===== config.mk =====
export PLATFORM = sky130hd
export DESIGN_NAME = m3inv_div
export DESIGN_NICKNAME = d
export VERILOG_FILES = /design/src/rtl/m3inv_div.sv
export SDC_FILE = /design/constraint.sdc
export NUM_CORES = 1
export LEC_CHECK = 0
export ABC_AREA = 0
export BUFFER_PORTS_ARGS = -buffer_cell sky130_fd_sc_hd__clkbuf_2
export CAP_MARGIN = 20
export CORE_ASPECT_RATIO = 0.8
export CORE_MARGIN = 4
export CORE_UTILIZATION = 65
export DETAILED_ROUTE_END_ITERATION = 10
export GPL_TIMING_DRIVEN = 0
export PLACE_DENSITY = 0.84
export SLEW_MARGIN = 30
export SYNTH_ARGS = -nofsm -noshare
export SYNTH_HDL_FRONTEND = slang
export SYNTH_SLANG_ARGS = --single-unit
export TNS_END_PERCENT = 100

===== constraint.sdc =====
create_clock -name clk_i -period 7.27 [get_ports clk_i]
set_input_delay 2.181 -clock clk_i [delete_from_list [all_inputs] [get_ports clk_i]]
set_output_delay 2.181 -clock clk_i [all_outputs]
set_load 0.05 [all_outputs]

===== src/rtl/m3inv_div.sv =====
// Pipelined restoring divider: one quotient bit per stage, one divide per cycle while adv_i is high.
module m3inv_div #(
  parameter int NumW = 8,
  parameter int DenW = 8,
  parameter int TagW = 1
) (
  input  logic            clk_i,
  input  logic            rst_ni,
  input  logic            adv_i,
  input  logic            vld_i,
  input  logic [NumW-1:0] num_i,
  input  logic [DenW-1:0] den_i,
  input  logic [TagW-1:0] tag_i,
  output logic            vld_o,
  output logic [NumW-1:0] quo_o,
  output logic [TagW-1:0] tag_o
);

  // Remainder never exceeds the divisor, so one extra bit covers the shift.
  localparam int RemW = DenW + 1;

  logic [NumW:0]          vld_q;
  logic [NumW:0][NumW-1:0] num_q;
  logic [NumW:0][RemW-1:0] rem_q;
  logic [NumW:0][DenW-1:0] den_q;
  logic [NumW:0][TagW-1:0] tag_q;

  always_comb begin
    vld_q[0] = vld_i;
    num_q[0] = num_i;
    rem_q[0] = '0;
    den_q[0] = den_i;
    tag_q[0] = tag_i;
  end

  for (genvar s = 0; s < NumW; s++) begin : g_stage
    logic [RemW-1:0] shf;
    logic [RemW:0]   dif;
    logic [RemW-1:0] rem_d;
    logic [NumW-1:0] num_d;
    logic            vld_r;
    logic [NumW-1:0] num_r;
    logic [RemW-1:0] rem_r;
    logic [DenW-1:0] den_r;
    logic [TagW-1:0] tag_r;

    always_comb begin
      shf   = {rem_q[s][RemW-2:0], num_q[s][NumW-1]};
      dif   = {1'b0, shf} - {2'b00, den_q[s]};
      rem_d = dif[RemW] ? shf : dif[RemW-1:0];
      num_d = {num_q[s][NumW-2:0], ~dif[RemW]};
    end

    always_ff @(posedge clk_i or negedge rst_ni) begin
      if (!rst_ni) begin
        vld_r <= 1'b0;
      end else if (adv_i) begin
        vld_r <= vld_q[s];
      end
    end

    always_ff @(posedge clk_i) begin
      if (adv_i) begin
        num_r <= num_d;
        rem_r <= rem_d;
        den_r <= den_q[s];
        tag_r <= tag_q[s];
      end
    end

    always_comb begin
      vld_q[s+1] = vld_r;
      num_q[s+1] = num_r;
      rem_q[s+1] = rem_r;
      den_q[s+1] = den_r;
      tag_q[s+1] = tag_r;
    end
  end

  assign vld_o = vld_q[NumW];
  assign quo_o = num_q[NumW];
  assign tag_o = tag_q[NumW];

endmodule


# After elaboration in Yosys (flattened, before gate mapping)
# Cells that the tools add are included.
dict set report totals {
  regBits 192
  in_bits 21
  out_inout_bits 10
  wordCells 62
}
dict set report classes {
  n_addsub 8
  mux 7
  bitwise_logic 8
}
# op count
set ops {}
lappend ops {{subtractor 9 x 8 -> 10 bit} 7}
lappend ops {{2-to-1 mux 8 bit} 6}
lappend ops {{subtractor 1 x 8 -> 9 bit} 1}
lappend ops {{NOT 1 bit} 8}
lappend ops {{2-to-1 mux 1 bit} 1}

# Depth between registers and ports, before layout
# Gate-level depths: netlist (run 1).
dict set report depth {
  word_depth 2
  ltp_mapped 8
  depth_no_buf 8
}

# Worst setup path after synthesis (run 1)
# No wires, ideal clock.
dict set report synth_path {
  path_kind {input to register}
  from {input num_i[7]}
  to {register g_stage[0].rem_r[1], data pin}
  setup_time_ns 0.255
  t_arrival_ns 2.927
  t_required_ns 7.015
  slack_ns 4.088
  path_stages 7
  cell_sequence {inv_1 > ha_1 > inv_1 > ha_1 > nand3_1 > inv_1 > and2_1}
}
dict set report synth_via {
  elab_chain_len 1
}
# item line
set synth_lines {}
lappend synth_lines {{from (decl)} 11} ;# input logic [NumW-1:0] num_i,
lappend synth_lines {{subtractor 1 x 8 -> 9 bit} 49} ;# dif = {1'b0, shf} - {2'b00, den_q[s]};
lappend synth_lines {{to (signal assigned)} 65} ;# rem_r <= rem_d;
lappend synth_lines {{to (decl)} 43} ;# logic [RemW-1:0] rem_r;
# Every way passes these cells.
# A chain may end at the register's enable or synchronous reset.

# Worst setup path after layout (run 1)
dict set report layout_path {
  from {input adv_i}
  to {register g_stage[6].vld_r}
}
# item line
set layout_rtl {}
lappend layout_rtl {{from (decl)} 9} ;# input logic adv_i,
lappend layout_rtl {{to (signal assigned)} 58} ;# vld_r <= vld_q[s];
lappend layout_rtl {{to (decl)} 41} ;# logic vld_r;
# No word-level cell between the ends.

==> reports/results.ini, run 1 <==
[drt]
wl_um=12270
drt-vias-per-instance=5.507
vias=4659
first_iter_violations=268
drc=0
ant_nets=0
wl_per_cell_um=14.51
drt_first_pass_iters=4

[logic_synthesis]
avgSynthCellArea_sq_um=14.62
synth-edff-count=184
yosysMostFrequentCell=edfxtp_1
ys.flop_type=edfxtp_1
async_reset_ff_share_pct=4.167
yosysUniqueCellTypes=51
yosysSeqAreaShare_pct=64.75
ys_seq_elements=192
yosysTopAreaCell=edfxtp_1
synthCells=605
synth_top_cells_by_count=edfxtp_1, inv_1, ha_1
ys_warn_count=0
synth_top_area_share_pct=62.49
syn_area_sq_um=8842
synth_area_leaders=edfxtp_1, ha_1, mux2_2, inv_1, dfrtp_1

[status]
status=completed

[clock_tree]
clkLatencyLatePin_ps=420
path_clk_slew_ps=70
cts_root_buf=clkbuf_16
cts_buffers=17
post_cts_buffers=0
cts_resized=0
clock-sinks=192
cts_tree=yes
holdBufCountCts=0
clk_path_buf_depth=2
cts_max_level=4

[power_and_ir_drop]
switchingPower_uw=900.8
netSwitchingFraction_pct=27.79
power_leakage_uw=0.004019
ir_drop_v=0.0002088
clockPowerShare_pct=27.5
seq_power_share_pct=46.4
intPower_uw=2341
power_density_nw_per_um2=328.7
p_comb_share_pct=26.1

[place]
hpwl_um=8451
dp_cells=814
gp_congestion=0.7999
port-buffer-count=30

[cells_and_area]
num_antenna_cells=0
fin_util_pct=75.27
fillCellCount=757
layout-drive-gt1-share_pct=16.69
instances_no_fill=846
area_delta_synth_final_pct=11.53
layout.nets=742

[critical_path]
path_cells=clkbuf_8 -> buf_16 -> clkbuf_1 -> mux2_2
startpoint_type=input pin
path_delay_family=buffers and inverters
slowest_delay_ps=390
cp.arrival_ps=3640
cpMaxStageDelayCell=mux2_2
crit_path_end_kind=register
cp_num_buf_inv=3
critical_path_class=input pin to register
worst-path-max-fanout=57
required_ps=7570

[sta]
min_period_ps=3339
setup_viol=0
fmax_mhz=299.5
hold_ws_ps=413.5
relSlewSlack_pct=64.02
fin_crit_sh_pct=45.93
fin_tns_setup_ps=0
rsz0062_at_grt=no
hold_viol=0
fin_skew_ps=7.157
slew_viol_final=0
worstMarginPinSlew_ps=536.0

[floorplanning]
io_pins=31
die-area_sq_um=15550
die_h_um=112.3
row_count=37
die_w_um=138.4
start_util_pct=67.49
core_sq_um=13100

[min_path]
hp-class=register to register

[global_route]
grt_pass1_wl_um=21380
antenna_found_initial=0
overflow=0
groute.usage.overall_pct=16.94
grt_pass1_vias=4827
grt_max_degree=77

[run]
max_cap_viol_count=0

-- metrics by stage --
stage / total power (uW) / cell area [sq um] / setup WS (ps)
after CTS: 3257 / 9862 / 3925
final: 3242 / 9862 / 3931
after floorplan: 2175 / 8850 / 4088
after global placement: 2302 / 9219 / 1183
after global routing: 3422 / 9862 / 3839
after detailed placement: 2366 / 9283 / 3482
-- power groups by stage --
stage | clock network (uW) | logic (uW) | registers (uW)
floorplan | 0 | 643 | 1530
global placement | 0 | 778 | 1520
detailed placement | 0 | 841 | 1530
CTS | 903 | 851 | 1500
global route | 959 | 944 | 1520
finish | 891 | 847 | 1500
-- worst reg2reg max path, cell delays in order (launching register included) --
cell and delay, ps:
edfxtp_1 450, inv_1 90, ha_1 230, nor2b_1 150, o2111ai_1 260, a21oi_1 180
a21oi_2 470, mux2_2 410
-- cells by family (layout without fill, tap and decap cells) --
group                    after synthesis  count (layout)  share of synthesized area, %
flip-flops                           192             192                         64.75
adder cells (fa/ha/maj)               63              63                         9.424
XOR/XNOR                              18              18                         1.783
other                                  1               3                       0.04241
buffers and inverters                 79             143                         3.354
AO/OA/AOI/OAI                        100             100                         8.207
multiplexers                          50              50                         6.410
AND/OR/NAND/NOR                      102             102                         6.028
-- path summary, 6_finish.rpt --
check | depth (start not counted) | from | slack [ps] | end
worst max-delay path | 4 | adv_i | 3930 | g_stage[6].vld_r
max in group asynchronous | 1 | rst_ni | 5500 | g_stage[5].vld_r
min in group asynchronous | 1 | rst_ni | 1590 | g_stage[4].vld_r
worst min-delay path | 0 | g_stage[1].num_r[2] | 410 | g_stage[2].num_r[3]
worst max register to register | 7 | g_stage[0].den_r[1] | 4780 | g_stage[1].rem_r[2]
worst min register to register | 0 | g_stage[1].num_r[2] | 410 | g_stage[2].num_r[3]
-- per-layer routing --
metal,GRT usage (%),vias to the layer above,share of wire [%]
met5,0,-,0
met4,5.991,0,1.5
met3,4.727,21,3.3
met2,30.75,66,54
met1,19.37,2233,41
li1,-,2339,-
-- registers in the layout, summed over array words and instances (netlist names) --
signal,count
g_stage.num_r,56
g_stage.rem_r,56
g_stage.vld_r,7
quo_o,8
g_stage.tag_r,7
tag_o,1
vld_o,1
g_stage.den_r,56
-- placed cells by master (no fill, tap or decap), types with 12 or more instances in the layout --
cell | Yosys | final
ha_1 | 57 | 57
mux2i_1 | 12 | 12
o21ai_0 | 15 | 15
a21o_1 | 18 | 18
mux2_2 | 33 | 33
nor2_1 | 32 | 32
edfxtp_1 | 184 | 184
nand2_1 | 12 | 12
clkbuf_2 | 0 | 29
nor2b_1 | 16 | 16
clkbuf_16 | 0 | 20
a21oi_1 | 13 | 13
inv_1 | 78 | 78
-- layout make-up --
type	count	area, sq um	area share [%]
plain buffers	1	3.754	0.03806
inverters	78	292.8	2.969
multi-input cells	336	2828	28.67
flip-flops and latches	192	5725	58.06
clock buffers	21	504.2	5.113
clock inverters	11	75.07	0.7612
well taps	175	219.0	2.220
repair buffers	32	214.0	2.169
Note: power is estimated with default switching activity, not from simulation.
==> run 2: changes to the inputs <==
Settings changed: CORE_UTILIZATION 65 to 62, PLACE_DENSITY 0.84 to 0.81.
Clock period 7.27 ns to 3.27 ns, I/O delays scaled along.
==> reports/results.ini, run 2 (same netlist as run 1, synthesis figures left out) <==
[critical_path]
path_cells=inv_1 -> ha_1 -> nor2b_1 -> o21ai_0 -> o21ai_1 -> a21oi_2 -> mux2_2
crit_path_end_kind=register
critical_path_class=register to register
slowest_delay_ps=510
required_ps=3440
cp.arrival_ps=2700
startpoint_type=register
worst-path-max-fanout=8
cpMaxStageDelayCell=a21oi_2

[power_and_ir_drop]
power.total_uw=7212
power_leakage_uw=0.004024
power_density_nw_per_um2=731.3
ir_drop_v=0.0004304

[run]
max_cap_viol_count=0

[clock_tree]
path_clk_slew_ps=60
cts_buffers=17
post_cts_buffers=0
cts_resized=0
cts_max_level=4
clkLatencyLatePin_ps=420
holdBufCountCts=0
cts_root_buf=clkbuf_16
clock-sinks=192
clk_path_buf_depth=2
cts_tree=yes

[sta]
fmax_mhz=395.0
fin_crit_sh_pct=77.43
fin_skew_ps=5.848
relSlewSlack_pct=62.96
hold_viol=0
min_period_ps=2532
rsz0062_at_grt=no
setup_viol=0
worstMarginPinSlew_ps=555.6
slew_viol_final=0

[drt]
wl_um=12410
drc=0
vias=4682
ant_nets=0
drt_first_pass_iters=4
wl_per_cell_um=14.58
drt-vias-per-instance=5.502
first_iter_violations=281

[global_route]
grt_pass1_vias=4821
groute.usage.overall_pct=16.53
grt_max_degree=76
antenna_found_initial=0
overflow=0
grt_pass1_wl_um=21330

[status]
status=completed

[floorplanning]
die_h_um=114.8
core_sq_um=13740
row_count=38
die-area_sq_um=16250
start_util_pct=64.35
io_pins=31
die_w_um=141.5

[cells_and_area]
final_common_cell=edfxtp_1
largest_registers=g_stage.den_r (56), g_stage.num_r (56), g_stage.rem_r (56)
final_cell_mix=edfxtp_1, inv_1, ha_1
area_delta_synth_final_pct=11.52
fillCellCount=880
layout-drive-gt1-share_pct=16.54
layout.nets=742
num_antenna_cells=0
instances_no_fill=851

[place]
gp_congestion=0.8353
hpwl_um=8637
port-buffer-count=30
dp_cells=819

[min_path]
hp-class=input pin to async pin

[run 2: final timing paths]
| kind | end | slack (ps) | startpoint | cells after the start |
|---|---|---|---|---|
| setup / recovery | g_stage[4].rem_r[6] | 740 | g_stage[3].den_r[1] | 7 |
| hold / removal | g_stage[6].vld_r | 390 | rst_ni | 1 |
| setup reg to reg | g_stage[4].rem_r[6] | 740 | g_stage[3].den_r[1] | 7 |
| hold reg to reg | g_stage[4].num_r[6] | 420 | g_stage[3].num_r[5] | 0 |
| max in group asynchronous | g_stage[4].vld_r | 2710 | rst_ni | 1 |
| min in group clk_i | g_stage[4].num_r[6] | 420 | g_stage[3].num_r[5] | 0 |
[run 2: cell type report]
type                            count  area, sq um  area share (%)
Sequential cell                   192         5725           58.06
Multi-Input combinational cell    336         2828           28.68
Clock buffer                       18        429.2           4.352
Inverter                           78        292.8           2.969
Tap cell                          180        225.2           2.284
Timing Repair Buffer               32        214.0           2.170
Clock inverter                     14        142.6           1.447
Buffer                              1        3.754         0.03807
[run 2: through the flow]
step	instance area [sq um]	TNS, ps	hold slack [ps]	utilization, %	setup slack, ps
2_1_floorplan	8850	0	400.3	-	995.5
3_3_place_gp	9225	-244810	401.0	67.14	-1667
3_5_place_dp	9289	0	404.5	67.60	663.9
4_1_cts	9861	0	370.6	71.76	713.3
5_1_grt	9861	0	376.1	71.76	547.6
6_report	9861	0	387.0	71.76	738.1
[run 2: worst max-delay path, delay by kind of cell (launching register included)]
family	cells	cell delay, ps
and+or+nand+nor	1	120
muxes	1	410
buffers and inverters	1	80
DFF	1	430
adders and majority gates	1	210
AOI/OAI and AO/OA	3	1020
[run 2: per-layer routing]
layer | global-route usage [%] | share of wire, %
met1 | 17.85 | 40
met3 | 4.532 | 3.4
met2 | 30.83 | 54
met5 | 0 | 0
met4 | 6.714 | 1.6
[run 2: power by group]
part	leakage, uW	internal, uW	total (uW)	switching (uW)
Sequential	0.00188	3190	3340	153
Clock	0.000277	1120	1980	857
Combinational	0.00186	908	1890	983
